===== config.mk =====
export PLATFORM = sky130hd
export DESIGN_NAME = vfca_seq
export DESIGN_NICKNAME = d
export VERILOG_FILES = /design/src/rtl/core/vfca_pkg.sv /design/src/rtl/core/vfca_seq.sv
export SDC_FILE = /design/constraint.sdc
export NUM_CORES = 1
export LEC_CHECK = 0
export BUFFER_PORTS_ARGS = -buffer_cell sky130_fd_sc_hd__buf_2
export CAP_MARGIN = 20
export CORE_MARGIN = 2
export CORE_UTILIZATION = 28
export CTS_BUF_LIST = sky130_fd_sc_hd__clkbuf_16
export DETAILED_ROUTE_END_ITERATION = 10
export GPL_TIMING_DRIVEN = 0
export PLACE_DENSITY_LB_ADDON = 0.15
export REMOVE_ABC_BUFFERS = 1
export SETUP_SLACK_MARGIN = 0.02
export SLEW_MARGIN = 20
export SYNTH_ARGS = -nofsm -noshare
export SYNTH_HDL_FRONTEND = slang
export SYNTH_SLANG_ARGS = --single-unit

===== constraint.sdc =====
create_clock -name clk -period 2.5 [get_ports clk]
set_input_delay 0.75 -clock clk [delete_from_list [all_inputs] [get_ports clk]]
set_output_delay 0.75 -clock clk [all_outputs]
set_load 0.05 [all_outputs]

===== src/rtl/core/vfca_pkg.sv =====
// shared types, constants and helper functions for the voxel face cull / ao block
package vfca_pkg;

    localparam int DEF_CHUNK_X   = 16;
    localparam int DEF_CHUNK_Y   = 16;
    localparam int DEF_CHUNK_Z   = 16;
    localparam int DEF_TYPE_BITS = 8;
    localparam int CODE_W        = 16;   // widest stored type, codes are zero-extended to it

    localparam logic [3:0] SLOT_NORMAL = 4'd8;
    localparam logic [3:0] SLOT_CENTRE = 4'd9;

    localparam logic [1:0] REG_EMPTY  = 2'd0;
    localparam logic [1:0] REG_WATER  = 2'd1;
    localparam logic [1:0] REG_GLASS  = 2'd2;
    localparam logic [1:0] REG_LEAVES = 2'd3;

    typedef struct packed {
        logic       req_type;
        logic [4:0] pos_x;
        logic [4:0] pos_y;
        logic [4:0] pos_z;
        logic [7:0] voxel_type;
    } req_t;

    typedef struct packed {
        logic       face_valid;
        logic       water_face;
        logic [2:0] face_dir;
        logic [7:0] ao_bits;
        logic [1:0] tile_face;
        logic [5:0] tile_col;
        logic [3:0] tile_row;
        logic       last;
    } res_t;

    typedef enum logic [3:0] {
        ST_IDLE, ST_CTR, ST_NBR, ST_SETTLE, ST_PICK, ST_PROBE, ST_PWAIT, ST_EMIT, ST_EMPTY
    } state_t;

    typedef struct packed {
        logic       acc_emit;
        logic       interior;
        logic [5:0] show_mask;
        logic       probe_need;
    } stat_t;

    typedef struct packed {
        logic       busy;
        logic       rd_en;
        logic [2:0] rd_face;
        logic [3:0] rd_slot;
        logic       emit;
        logic       emit_valid;
        logic [2:0] emit_face;
        logic       emit_last;
    } ctl_t;

    typedef struct packed {
        logic       cfg_valid;
        logic [7:0] code_empty;
        logic [7:0] code_water;
        logic [7:0] code_glass;
        logic [7:0] code_leaves;
    } codes_t;

    typedef struct packed {
        logic [7:0] empty_c;
        logic [7:0] water_c;
        logic [7:0] glass_c;
        logic [7:0] leaves_c;
    } code_set_t;

    // probe offsets plus one per axis, {dx, dy, dz}; slot 8 is the face normal, 9 the cell
    function automatic logic [5:0] probe_code(input logic [2:0] f, input logic [3:0] s);
        logic [5:0] c;
        c = 6'b010101;
        case ({f, s})
            {3'd0, 4'd0}: c = {2'd1, 2'd2, 2'd0};
            {3'd0, 4'd1}: c = {2'd2, 2'd2, 2'd1};
            {3'd0, 4'd2}: c = {2'd1, 2'd2, 2'd2};
            {3'd0, 4'd3}: c = {2'd0, 2'd2, 2'd1};
            {3'd0, 4'd4}: c = {2'd0, 2'd2, 2'd0};
            {3'd0, 4'd5}: c = {2'd2, 2'd2, 2'd0};
            {3'd0, 4'd6}: c = {2'd0, 2'd2, 2'd2};
            {3'd0, 4'd7}: c = {2'd2, 2'd2, 2'd2};
            {3'd0, 4'd8}: c = {2'd1, 2'd2, 2'd1};
            {3'd1, 4'd0}: c = {2'd1, 2'd2, 2'd2};
            {3'd1, 4'd1}: c = {2'd2, 2'd1, 2'd2};
            {3'd1, 4'd2}: c = {2'd1, 2'd0, 2'd2};
            {3'd1, 4'd3}: c = {2'd0, 2'd1, 2'd2};
            {3'd1, 4'd4}: c = {2'd0, 2'd2, 2'd2};
            {3'd1, 4'd5}: c = {2'd2, 2'd2, 2'd2};
            {3'd1, 4'd6}: c = {2'd0, 2'd0, 2'd2};
            {3'd1, 4'd7}: c = {2'd2, 2'd0, 2'd2};
            {3'd1, 4'd8}: c = {2'd1, 2'd1, 2'd2};
            {3'd2, 4'd0}: c = {2'd2, 2'd2, 2'd1};
            {3'd2, 4'd1}: c = {2'd2, 2'd1, 2'd0};
            {3'd2, 4'd2}: c = {2'd2, 2'd0, 2'd1};
            {3'd2, 4'd3}: c = {2'd2, 2'd1, 2'd2};
            {3'd2, 4'd4}: c = {2'd2, 2'd2, 2'd2};
            {3'd2, 4'd5}: c = {2'd2, 2'd2, 2'd0};
            {3'd2, 4'd6}: c = {2'd2, 2'd0, 2'd2};
            {3'd2, 4'd7}: c = {2'd2, 2'd0, 2'd0};
            {3'd2, 4'd8}: c = {2'd2, 2'd1, 2'd1};
            {3'd3, 4'd0}: c = {2'd1, 2'd2, 2'd0};
            {3'd3, 4'd1}: c = {2'd0, 2'd1, 2'd0};
            {3'd3, 4'd2}: c = {2'd1, 2'd0, 2'd0};
            {3'd3, 4'd3}: c = {2'd2, 2'd1, 2'd0};
            {3'd3, 4'd4}: c = {2'd2, 2'd2, 2'd0};
            {3'd3, 4'd5}: c = {2'd0, 2'd2, 2'd0};
            {3'd3, 4'd6}: c = {2'd2, 2'd0, 2'd0};
            {3'd3, 4'd7}: c = {2'd0, 2'd0, 2'd0};
            {3'd3, 4'd8}: c = {2'd1, 2'd1, 2'd0};
            {3'd4, 4'd0}: c = {2'd0, 2'd2, 2'd1};
            {3'd4, 4'd1}: c = {2'd0, 2'd1, 2'd2};
            {3'd4, 4'd2}: c = {2'd0, 2'd0, 2'd1};
            {3'd4, 4'd3}: c = {2'd0, 2'd1, 2'd0};
            {3'd4, 4'd4}: c = {2'd0, 2'd2, 2'd0};
            {3'd4, 4'd5}: c = {2'd0, 2'd2, 2'd2};
            {3'd4, 4'd6}: c = {2'd0, 2'd0, 2'd0};
            {3'd4, 4'd7}: c = {2'd0, 2'd0, 2'd2};
            {3'd4, 4'd8}: c = {2'd0, 2'd1, 2'd1};
            {3'd5, 4'd0}: c = {2'd1, 2'd0, 2'd0};
            {3'd5, 4'd1}: c = {2'd0, 2'd0, 2'd1};
            {3'd5, 4'd2}: c = {2'd1, 2'd0, 2'd2};
            {3'd5, 4'd3}: c = {2'd2, 2'd0, 2'd1};
            {3'd5, 4'd4}: c = {2'd2, 2'd0, 2'd0};
            {3'd5, 4'd5}: c = {2'd0, 2'd0, 2'd0};
            {3'd5, 4'd6}: c = {2'd2, 2'd0, 2'd2};
            {3'd5, 4'd7}: c = {2'd0, 2'd0, 2'd2};
            {3'd5, 4'd8}: c = {2'd1, 2'd0, 2'd1};
            default:      c = 6'b010101;
        endcase
        return c;
    endfunction

    function automatic logic is_clear(input logic [CODE_W-1:0] t, input code_set_t k);
        return t == CODE_W'(k.empty_c) || t == CODE_W'(k.water_c) ||
               t == CODE_W'(k.glass_c) || t == CODE_W'(k.leaves_c);
    endfunction

    function automatic logic occludes(input logic [CODE_W-1:0] t, input code_set_t k);
        return t != CODE_W'(k.empty_c) && t != CODE_W'(k.water_c) &&
               t != CODE_W'(k.glass_c);
    endfunction

    function automatic logic [1:0] corner_ao(input logic s1, input logic s2, input logic c);
        return {1'b0, s1} + {1'b0, s2} + {1'b0, c | (s1 & s2)};
    endfunction

endpackage


===== src/rtl/core/vfca_seq.sv =====
// sequencer: centre and normal reads, face pick, probe reads and record issue
module vfca_seq (
    input  logic           clk,
    input  logic           rst_n,
    input  vfca_pkg::stat_t stat,
    output vfca_pkg::ctl_t  ctl
);
    import vfca_pkg::*;

    state_t     state_reg, state_next;
    logic [2:0] k_reg, k_next;
    logic [2:0] face_reg, face_next;
    logic [5:0] done_reg, done_next;
    logic [5:0] rem;
    logic [5:0] rem_after;
    logic [2:0] low_face;
    logic       any_rem;

    assign rem       = stat.show_mask & ~done_reg;
    assign rem_after = rem & ~(6'd1 << face_reg);

    always_comb
    begin
        low_face = 3'd0;
        any_rem  = 1'b0;
        for (int i = 5; i >= 0; i--)
        begin
            if (rem[i])
            begin
                low_face = 3'(i);
                any_rem  = 1'b1;
            end
        end
    end

    // next state
    always_comb
    begin
        state_next = state_reg;
        k_next     = k_reg;
        face_next  = face_reg;
        done_next  = done_reg;
        unique case (state_reg)
            ST_IDLE:
            begin
                if (stat.acc_emit)
                begin
                    done_next  = 6'd0;
                    state_next = stat.interior ? ST_CTR : ST_EMPTY;
                end
            end
            ST_CTR:
            begin
                k_next     = 3'd0;
                state_next = ST_NBR;
            end
            ST_NBR:
            begin
                if (k_reg == 3'd5)
                begin
                    state_next = ST_SETTLE;
                end
                else
                begin
                    k_next = k_reg + 3'd1;
                end
            end
            ST_SETTLE: state_next = ST_PICK;
            ST_PICK:
            begin
                k_next    = 3'd0;
                face_next = low_face;
                if (!any_rem)
                begin
                    state_next = ST_EMPTY;
                end
                else
                begin
                    state_next = stat.probe_need ? ST_PROBE : ST_EMIT;
                end
            end
            ST_PROBE:
            begin
                if (k_reg == 3'd7)
                begin
                    state_next = ST_PWAIT;
                end
                else
                begin
                    k_next = k_reg + 3'd1;
                end
            end
            ST_PWAIT:  state_next = ST_EMIT;
            ST_EMIT:
            begin
                done_next  = done_reg | (6'd1 << face_reg);
                state_next = (rem_after == 6'd0) ? ST_IDLE : ST_PICK;
            end
            ST_EMPTY:  state_next = ST_IDLE;
            default:   state_next = ST_IDLE;
        endcase
    end

    // outputs
    always_comb
    begin
        ctl            = '0;
        ctl.busy       = (state_reg != ST_IDLE);
        ctl.emit_face  = face_reg;
        ctl.rd_face    = face_reg;
        unique case (state_reg)
            ST_CTR:
            begin
                ctl.rd_en   = 1'b1;
                ctl.rd_slot = SLOT_CENTRE;
            end
            ST_NBR:
            begin
                ctl.rd_en   = 1'b1;
                ctl.rd_face = k_reg;
                ctl.rd_slot = SLOT_NORMAL;
            end
            ST_PROBE:
            begin
                ctl.rd_en   = 1'b1;
                ctl.rd_slot = {1'b0, k_reg};
            end
            ST_EMIT:
            begin
                ctl.emit       = 1'b1;
                ctl.emit_valid = 1'b1;
                ctl.emit_last  = (rem_after == 6'd0);
            end
            ST_EMPTY:
            begin
                ctl.emit      = 1'b1;
                ctl.emit_last = 1'b1;
            end
            default: ;
        endcase
    end

    always_ff @(posedge clk or negedge rst_n)
    begin
        if (!rst_n)
        begin
            state_reg <= ST_IDLE;
            k_reg     <= 3'd0;
            face_reg  <= 3'd0;
            done_reg  <= 6'd0;
        end
        else
        begin
            state_reg <= state_next;
            k_reg     <= k_next;
            face_reg  <= face_next;
            done_reg  <= done_next;
        end
    end

    // a record is only issued for a face still pending
    a_emit_pending: assert property (@(posedge clk) disable iff (!rst_n)
        state_reg == ST_EMIT |-> rem[face_reg])
        else $error("record issued for a face not pending");
    // probing only follows a pick
    a_probe_entry: assert property (@(posedge clk) disable iff (!rst_n)
        $rose(state_reg == ST_PROBE) |-> $past(state_reg) == ST_PICK)
        else $error("probe phase entered out of order");
    // the normal sweep always covers all six faces
    a_nbr_sweep: assert property (@(posedge clk) disable iff (!rst_n)
        state_reg == ST_SETTLE |-> $past(state_reg) == ST_NBR && $past(k_reg) == 3'd5)
        else $error("neighbour sweep cut short");
endmodule

Word level (Yosys, flattened, before mapping)
Cells that the tools add are included.

$add $sub $neg: 1. Multiply operators: 0. Divide/modulo/power cells: 0. $lt $le $gt $ge: 0. Eq/ne operators: 15. Shift operators: 1. Muxes and demuxes: 31. Bitwise gates (word level): 5. Reductions and logical operators: 11.

Operators with widths (number): $pmux 4 s8 (1); $mux 3 (10); $mux 4 (5); $eq 4x3->1 const B (4); $and 6x6->6 (2); $not 6->6 (2); $pmux 4 s3 (1); $pmux 6 s2 (1); $ne 2x2->1 const B (5); $mux 1 (9); $pmux 3 s3 (1); $eq 4x2->1 const B (2); $eq 3x3->1 const B (2); $logic_not 6->1 (1); $mux 6 (1); $or 6x6->6 (1); $reduce_and 3->1 (2); $shl 1x3->6 const A (1); $eq 4x1->1 const B (1); $eq 4x4->1 const B (1); $logic_not 4->1 (1); $reduce_bool 4->1 (1); $reduce_or 2->1 (2); $add 3x1->3 const B (1); other kinds (6) (6).

Register bits: 16. Latch bits: 0. RAM bits: 0. Memory bits (read-only): 0. Output and inout port bits: 15. Word-level logic and storage cells: 68. Memories: 0.

Longest topological paths before layout
Gate-level depths: netlist of run 1.

Depth in word-level cells: 10. Gate-level depth with buffers: 6.

Worst setup path after synthesis of run 1
OpenSTA, ideal clock, no wires.

Path type: register -> output. Start: reg face_reg[0]. End: out ctl[10] (netlist bit). Arrival: 2156 ps. Data required time: 1750 ps. Setup slack: -406 ps. Stages on the path, launching flop included: 4. Cells stage by stage: dfrtp_1 -> clkbuf_1 -> inv_1 -> o21ai_0.

RTL lines: from (decl) (RTL line vfca_seq.sv:12) `logic [2:0] face_reg, face_next;`; from (signal assigned) (RTL line vfca_seq.sv:156) `face_reg <= face_next;`; to (decl) (RTL line vfca_seq.sv:6) `output vfca_pkg::ctl_t ctl`.

==> impl_results.md, run 1 <==
* Result of the run: finished with violations
* Failing checks: setup timing
* Main synth FF type: dfrtp_1
* Syn Area/Cell at between 8 and 9 sq um
* Cell accounting for the most synthesized area: dfrtp_1
* Area contributors post-synth: dfrtp_1, nor2_1, nand2_1, a21oi_1, ha_1
* #FFs+latches synth at 16
* Largest delay share family, worst path: compound AO/OA/AOI/OAI gates
* RSZ-0062 raised after global routing: true
* Cell Int Power at a little over 1 mW
* Vias at 1061
* Skew-Pair Late Insertion Delay at approximately 0.25 ns
* First-pass detailed-route iteration total at 4
* Vias per std cell at between 5 and 6
* Nets@finish at approximately 170
* M3 GR Usage at 0.02703
* DRC Markers at 0
* Crit start category: input pin
* Largest net degree at the start of global routing at 17
* Post-CTS Hold Buffers at 0
* F_max at between 300 and 400 MHz
* Port Buffers at 25
* Power Density at ~1500 nW/um^2
* Routed Antenna Nets at 0
* Synth warn at 0
* Grt total ovfl at 0
* Syn Inst Count at between 100 and 150
* Period utilization at 1.027
* Final hold violations at 0
* CP bufs+invs at 2
* MaxCap Viol Count at 0
* Post-route setup slack at -0.06765 ns
* Row cnt at 22
* # diodes at 0
* Switching part of the total at 0.5165
* H-Tree Depth at 1
* Setup-failing EPs final at 1
* Cell Chain, Critical Path: buf_2, and2b_2, a21boi_2, nor2_1, o22a_1, a22o_1, buf_6
* Worst hold path type: in2async
* Core Region at between 3000 and 4000 sq um
* CP required at 1.75 ns
* Final Skew at between 0.0015 and 0.002 ns
* Gr usage total at 0.1469
* Clock power share at 0.153
* Initial Utilization at 0.2966
* DR WL/cell at approximately 14 um
* Hpwl dp at between 2000 and 2500 um
* Worst Hold Margin at between 0.4 and 0.5 ns
* DP Area at 1254 sq um
* Slew headroom at 0.6983
* CP Max Fanout at 5
* Met2 Use GR at 0.2325
* Die H at between 60 and 70 um
* Final WL at roughly 2900 um
* Number of global-route vias before repair at around 1000
* Sequential share of the synthesized area at 0.3632
* Total power at about 2.1 mW
* Routability Congestion at 0.8423
* Min Tclk post-route at approximately 2.6 ns
* GR peak layer: met2
* Root Buffer: clkbuf_16
* Most frequent cells after synthesis: dfrtp_1, nor2_1, nand2_1
* Yosys top cell area share at 0.3632
* 1st-iter DRT viols at 25
* Slowest stage delay, CP at 0.22 ns
* Worst VDD drop at roughly 680 uV
* Number of clock sinks at 16
* CTS max path bufs at 2
* Die W at about 67 um
* CTS Buf Count at 3
* Seq pwr share at 0.270
* Number of top-level pins at 26
* Fraction of registers with async set/reset at 1.000
* Post-synth EDFFs at 0
* Max reg flops at 6
* Comb power frac at 0.577
* Antenna violations before repair at 0
* Setup Crit Path Kind: in2out
* Post-route cell area at roughly 1400 sq um
* Clock Pin Slew Worst Setup and Hold Paths at about 0.05 ns
* Fin. max-slew vios at 0
* Critical Path Slowest Stage Cell: and2b_2
* Least-Margin Pin Slew at roughly 0.45 ns
* WP data arrival at around 1.8 ns
* Setup crit end kind: output pin
* CTS tree: done
* Met1 Usage GRT at 0.1954
* Post-synth cell types at 42
* Layout area overhead at 29.51%
* First-pass GRT wire length at slightly below 5000 um
* Leak at 0.6832 nW
* Post-Route Utilization at 0.3842
* Switch Pwr at approximately 1.1 mW
* Die ar. at 4455 sq um
* Syn Std Cell Area at ~1100 sq um
* Layout cells sized above 1 at 0.3418
-- cells in the final DEF (no fill, tap or decap), drive strengths merged, types with 5 or more instances in the layout --
| cell | n |
|---|---|
| nand2b | 6 |
| a31oi | 5 |
| a21oi | 9 |
| inv | 9 |
| buf | 29 |
| nand2 | 13 |
| nor3 | 8 |
| nor2 | 16 |
| dfrtp | 16 |
-- worst paths after layout --
kind / slack, ns / endpoint / start / cells after the start
max: -0.07 / ctl[0] / stat[5] / 7
min: 0.42 / face_reg[0] / rst_n / 1
max reg2reg: 0.62 / state_reg[1] / state_reg[0] / 4
min reg2reg: 0.49 / done_reg[5] / done_reg[5] / 2
max in group asynchronous: 1.77 / state_reg[3] / rst_n / 1
min in group clk: 0.49 / done_reg[5] / done_reg[5] / 2
-- per-layer routing --
| layer | wire length [um] | vias up | part of all wire |
|---|---|---|---|
| met2 | 1317 | 22 | 0.45 |
| li1 | - | 517 | - |
| met3 | 124 | 5 | 0.043 |
| met4 | 50 | 0 | 0.017 |
| met1 | 1407 | 517 | 0.49 |
| met5 | 0 | - | 0 |
-- stage by stage --
step / setup TNS (ns) / cells / setup slack, ns
floorplan: -0.5251 / 125 / -0.3163
global placement: -0.1866 / 198 / -0.1866
detailed placement: -0.2156 / 198 / -0.2156
CTS: -0.09786 / 205 / -0.09786
global route: -0.1144 / 206 / -0.1144
finish: -0.06765 / 206 / -0.06765
-- logic make-up after synthesis --
kind of cell    Yosys count  share of synthesized area
compound gates           34                     0.2145
flops                    16                     0.3632
buf+inv                  17                    0.06129
xor+xnor                  1                   0.007947
fa+ha+maj                 3                    0.03406
simple gates             59                     0.2895
mux                       3                    0.02951
-- layout make-up --
class,count,area [sq um]
timing repair buffer,29,172.7
clock buffer,3,75.07
multi-input combinational,100,675.6
tap,48,60.06
sequential,16,406.6
clock inverter,1,3.754
fill,405,2288
inverter,9,33.78
-- power by group through the flow --
| stage | Sequential, mW | Combinational, mW | Clock [mW] |
|---|---|---|---|
| 2_1_floorplan | 0.585 | 0.824 | 0 |
| 3_3_place_gp | 0.563 | 1.11 | 0 |
| 3_5_place_dp | 0.567 | 1.12 | 0 |
| 4_1_cts | 0.563 | 1.19 | 0.326 |
| 5_1_grt | 0.596 | 1.33 | 0.337 |
| 6_report | 0.570 | 1.22 | 0.322 |
-- repair_timing --
action                                  4_1_cts  5_1_grt
resized for setup                            11       11
pin swaps                                     2        3
buffers inserted                              3        1
endpoints found under the setup margin        6        3
(Power assumes the default switching activity.)
==> run 2: changes to the inputs <==
- CORE_ASPECT_RATIO: unset -> 0.75
- CTS_CLUSTER_SIZE: unset -> 30
==> impl_results.md, run 2 (synthesis results as in run 1) <==
* Row cnt at 19 (was 22)
* Final WL at 2959 um (was 2900 um)
* RSZ-0062 raised after global routing: true (unchanged)
* Fill count at 405 (unchanged)
* Initial Utilization at 0.2972 (was 0.2966)
* Post-Route Utilization at 0.3931 (was 0.3842)
* Nets@finish at 176 (was 173)
* Commonest non-fill, non-tap cell in the layout: buf_2 (unchanged)
* CTS max path bufs at 2 (unchanged)
* Root Buffer: clkbuf_16 (unchanged)
* Reg area at 405.4 sq um (was 406.6 sq um)
* Worst VDD drop at 586.4 uV (was 681.7 uV)
* Leak at 0.7007 nW (was 0.6832 nW)
* Final Skew at 0.001593 ns (was 0.001744 ns)
* Post-route setup slack at -0.07264 ns (was -0.06765 ns)
* Number of clock sinks at 16 (unchanged)
* Port Buffers at 25 (unchanged)
* Die ar. at 4460 sq um (was 4455 sq um)
* CP required at 1.75 ns (about the same)
* Failing checks: setup timing (unchanged)
* Final hold violations at 0 (unchanged)
* Most frequent cells in the layout: buf_2, nor2_1, nand2_1 (unchanged)
* Die H at 58.34 um (was 66.75 um)
* First-pass detailed-route iteration total at 5 (was 4)
* Number of global-route vias before repair at 933 (was 1044)
* F_max at 388.7 MHz (was 389.5 MHz)
* Crit start category: input pin (unchanged)
* DRC Markers at 0 (unchanged)
* Setup_tns at -0.07264 ns (was -0.06765 ns)
* Power Density at 1462 nW/um^2 (was 1477 nW/um^2)
* Fin. max-slew vios at 0 (unchanged)
* Layout cells sized above 1 at 0.3478 (was 0.3418)
* Grt total ovfl at 0 (unchanged)
* Post-route cell area at 1458 sq um (was 1428 sq um)
* Setup-failing EPs final at 1 (unchanged)
* Core Region at 3709 sq um (was 3716 sq um)
* Min Tclk post-route at 2.573 ns (was 2.568 ns)
* Setup Crit Path Kind: in2out (unchanged)
* DP Worst Slack at -0.2093 ns (was -0.2156 ns)
* CTS Buf Count at 3 (unchanged)
* Slew headroom at 0.6409 (was 0.6983)
* CP Max Fanout at 5 (unchanged)
* Largest net degree at the start of global routing at 17 (unchanged)
* MaxCap Viol Count at 0 (unchanged)
* Least-Margin Pin Slew at 0.5346 ns (was 0.4484 ns)
* Max reg flops at 6 (unchanged)
* Number of top-level pins at 26 (unchanged)
* DR WL/cell at 13.89 um (was 14.08 um)
* Vias at 1056 (was 1061)
* Worst hold path type: in2async (unchanged)
* H-Tree Depth at 1 (unchanged)
* Routed Antenna Nets at 0 (unchanged)
* Period utilization at 1.029 (was 1.027)
* Setup crit end kind: output pin (unchanged)
* CTS tree: done (unchanged)
* Gr usage total at 0.1307 (was 0.1469)
* Multi-input gate area in the final layout at 675.6 sq um (unchanged)
* Clock Pin Slew Worst Setup and Hold Paths at 0.05 ns (about the same)
* Die W at 76.45 um (was 66.75 um)
* Antenna violations before repair at 0 (unchanged)
* First-pass GRT wire length at 4554 um (was 4912 um)
* Result of the run: finished with violations (unchanged)
* # diodes at 0 (unchanged)
* Routability Congestion at 0.7880 (was 0.8423)
* Hpwl dp at 2104 um (was 2089 um)
* 1st-iter DRT viols at 46 (was 25)
* WP data arrival at 1.82 ns (about the same)
* Skew-Pair Late Insertion Delay at 0.24 ns (was 0.25 ns)
* DP Area at 1259 sq um (was 1254 sq um)
* Total power at 2.132 mW (was 2.108 mW)
* Layout area overhead at 32.24% (was 29.51%)
* Vias per std cell at 4.958 (was 5.150)
run 2: layer usage:
metal / up-vias / wire (um) / global-route usage
met1: 511 / 1469 / 0.1787
li1: 524 / - / -
met3: 2 / 103 / 0.03528
met5: - / 0 / 0
met2: 19 / 1363 / 0.2061
met4: 0 / 23 / 0.03896
run 2: final timing paths:
kind | depth (start not counted) | start | end | slack, ns
worst max-delay path | 7 | stat[5] | ctl[0] | -0.07
worst min-delay path | 1 | rst_n | state_reg[1] | 0.41
worst max register to register | 4 | state_reg[0] | state_reg[1] | 0.66
worst min register to register | 2 | done_reg[3] | done_reg[3] | 0.49
max in group asynchronous | 1 | rst_n | state_reg[2] | 1.80
min in group clk | 2 | done_reg[3] | done_reg[3] | 0.49
run 2: metrics by stage:
step,hold WS (ns),std cells
final,0.4141,213
after global routing,0.4424,213
after CTS,0.4278,209
after detailed placement,0.4907,202
after global placement,0.4780,202
after floorplan,0.4540,125
run 2: cell type report:
type	count	area share
Timing Repair Buffer	32	0.1365
Clock buffer	3	0.05150
Sequential cell	16	0.2781
Clock inverter	1	0.002575
Tap cell	52	0.04464
Multi-Input combinational cell	100	0.4635
Inverter	9	0.02318
run 2: power breakdown:
group          switching, mW  leakage (nW)  internal, mW
clock network         0.0990        0.0385         0.212
registers              0.212         0.204         0.375
logic                  0.787         0.459         0.448
total                   1.10         0.701          1.03
run 2: repair_timing:
item	CTS	global route
gates resized for setup	12	9
setup endpoints to repair	5	5
hold endpoints to repair	0	0
pin swaps	2	2
hold buffers	0	0
setup buffers	3	4
run 2: worst max-delay path, cell delays in order:
cell and delay (ns):
buf_2 0.08, and2b_2 0.20, a21boi_0 0.19, nor2_1 0.06, o22a_1 0.19, a22o_1 0.20, buf_6 0.15
==> run 3: changes to the inputs <==
- SKIP_LAST_GASP: unset -> 1
==> impl_results.md, run 3 (synthesis results as in run 1) <==
* Result of the run: finished with violations (unchanged)
* Failing checks: setup timing (unchanged)
* Comb power frac at 0.578 (was 0.579)
* Setup-failing EPs final at 1 (unchanged)
* Period utilization at 1.041 (was 1.029)
* Fill count at 404 (was 405)
* Fin. max-slew vios at 0 (unchanged)
* Routability Congestion at 0.7880 (unchanged)
* Leak at 0.6981 nW (was 0.7007 nW)
* CP required at 1.75 ns (about the same)
* Layout cells sized above 1 at 0.3416 (was 0.3478)
* Most frequent cells in the layout: buf_2, nor2_1, nand2_1 (unchanged)
* Root Buffer: clkbuf_16 (unchanged)
* Gr usage total at 0.1311 (was 0.1307)
* Max reg flops at 6 (unchanged)
* F_max at 384.4 MHz (was 388.7 MHz)
* Routed Antenna Nets at 0 (unchanged)
* Port Buffers at 25 (unchanged)
* Die ar. at 4460 sq um (unchanged)
* Worst hold path type: in2async (unchanged)
* DRC Markers at 0 (unchanged)
* Commonest non-fill, non-tap cell in the layout: buf_2 (unchanged)
* DR WL/cell at 13.81 um (was 13.89 um)
* Number of clock sinks at 16 (unchanged)
* Number of global-route vias before repair at 924 (was 933)
* CP Max Fanout at 3 (was 5)
* Vias at 1069 (was 1056)
* Die W at 76.45 um (unchanged)
* Switching part of the total at 0.5139 (was 0.5148)
* Die H at 58.34 um (unchanged)
* Post-Route Utilization at 0.3914 (was 0.3931)
* First-pass GRT wire length at 4560 um (was 4554 um)
* MaxCap Viol Count at 0 (unchanged)
* Cell Int Power at 1.032 mW (was 1.034 mW)
* Total power at 2.122 mW (was 2.132 mW)
* Largest net degree at the start of global routing at 17 (unchanged)
* DP Worst Slack at -0.2093 ns (unchanged)
* Power Density at 1462 nW/um^2 (about the same)
* WP data arrival at 1.85 ns (was 1.82 ns)
* Least-Margin Pin Slew at 0.5390 ns (was 0.5346 ns)
* Crit start category: input pin (unchanged)
* Final hold violations at 0 (unchanged)
* H-Tree Depth at 1 (unchanged)
* Worst VDD drop at 586.6 uV (was 586.4 uV)
* Antenna violations before repair at 0 (unchanged)
* CTS tree: done (unchanged)
* Seq pwr share at 0.276 (was 0.275)
* First-pass detailed-route iteration total at 4 (was 5)
* Post-route setup slack at -0.1018 ns (was -0.07264 ns)
* Setup crit end kind: output pin (unchanged)
* CTS Buf Count at 3 (unchanged)
* Nets@finish at 176 (unchanged)
* Hpwl dp at 2104 um (unchanged)
* 1st-iter DRT viols at 48 (was 46)
* Initial Utilization at 0.2972 (unchanged)
* CTS max path bufs at 2 (unchanged)
* # diodes at 0 (unchanged)
* Grt total ovfl at 0 (unchanged)
* Slew headroom at 0.6379 (was 0.6409)
* Setup_tns at -0.1018 ns (was -0.07264 ns)
* Final WL at 2942 um (was 2959 um)
* Min Tclk post-route at 2.602 ns (was 2.573 ns)
* Layout area overhead at 31.67% (was 32.24%)
* RSZ-0062 raised after global routing: true (unchanged)
* Core Region at 3709 sq um (unchanged)
* Post-CTS Hold Buffers at 0 (unchanged)
* Number of top-level pins at 26 (unchanged)
* Switch Pwr at 1.091 mW (was 1.097 mW)
* Row cnt at 19 (unchanged)
* Clock power share at 0.146 (about the same)
* Setup Crit Path Kind: in2out (unchanged)
* Vias per std cell at 5.019 (was 4.958)
* Skew-Pair Late Insertion Delay at 0.24 ns (about the same)
* Clock Pin Slew Worst Setup and Hold Paths at 0.05 ns (about the same)
* Final Skew at 0.002028 ns (was 0.001593 ns)
[run 3: layout make-up]
| class | instances | area [sq um] | area share |
|---|---|---|---|
| repair buffers | 32 | 198.9 | 0.1371 |
| clock inverters | 1 | 3.754 | 0.002586 |
| multi-input cells | 100 | 668.1 | 0.4603 |
| inverters | 9 | 33.78 | 0.02328 |
| clock buffers | 3 | 75.07 | 0.05172 |
| flip-flops and latches | 16 | 406.6 | 0.2802 |
| well taps | 52 | 65.06 | 0.04483 |
[run 3: power by group through the flow]
stage	registers [mW]	clock network (mW)	logic, mW
after floorplan	0.585	0	0.824
after global placement	0.569	0	1.12
after detailed placement	0.572	0	1.12
after CTS	0.575	0.321	1.18
after global routing	0.605	0.332	1.33
final	0.585	0.310	1.23
[run 3: what timing repair did]
action                                  4_1_cts  5_1_grt
pin swaps                                     2        4
buffers inserted                              3        4
cloned                                        0        0
endpoints found under the setup margin        5        5
gates resized for setup                      10       10
hold endpoints to repair                      0        0
[run 3: final timing paths]
kind | startpoint | depth (start not counted) | slack [ns] | to
max | stat[1] | 7 | -0.10 | ctl[0]
min | rst_n | 1 | 0.41 | state_reg[1]
max reg2reg | k_reg[0] | 6 | 0.66 | state_reg[0]
min reg2reg | done_reg[3] | 2 | 0.49 | done_reg[3]
max in group asynchronous | rst_n | 1 | 1.80 | state_reg[2]
min in group clk | done_reg[3] | 2 | 0.49 | done_reg[3]
[run 3: critical path: stages]
cell and delay, ns:
buf_6 0.09, or2b_1 0.21, nand3_2 0.09, a211oi_2 0.23, o22a_1 0.17, a22o_1 0.15
buf_6 0.16
[run 3: metal layers]
layer  wire length [um]  part of all wire  GRT usage  vias to the layer above
met4                 23            0.0078    0.03896                        0
met1               1461              0.50     0.1807                      521
met2               1347              0.46     0.2048                       22
li1                   -                 -          -                      524
met5                  0                 0          0                        -
met3                110             0.037    0.03528                        2
[run 3: per-stage QoR]
stage	instances	cell area [sq um]	hold slack (ns)
5_1_grt	213	1451	0.4424
3_3_place_gp	202	1259	0.4780
2_1_floorplan	125	1069	0.4540
6_report	213	1451	0.4124
4_1_cts	209	1395	0.4278
3_5_place_dp	202	1259	0.4907
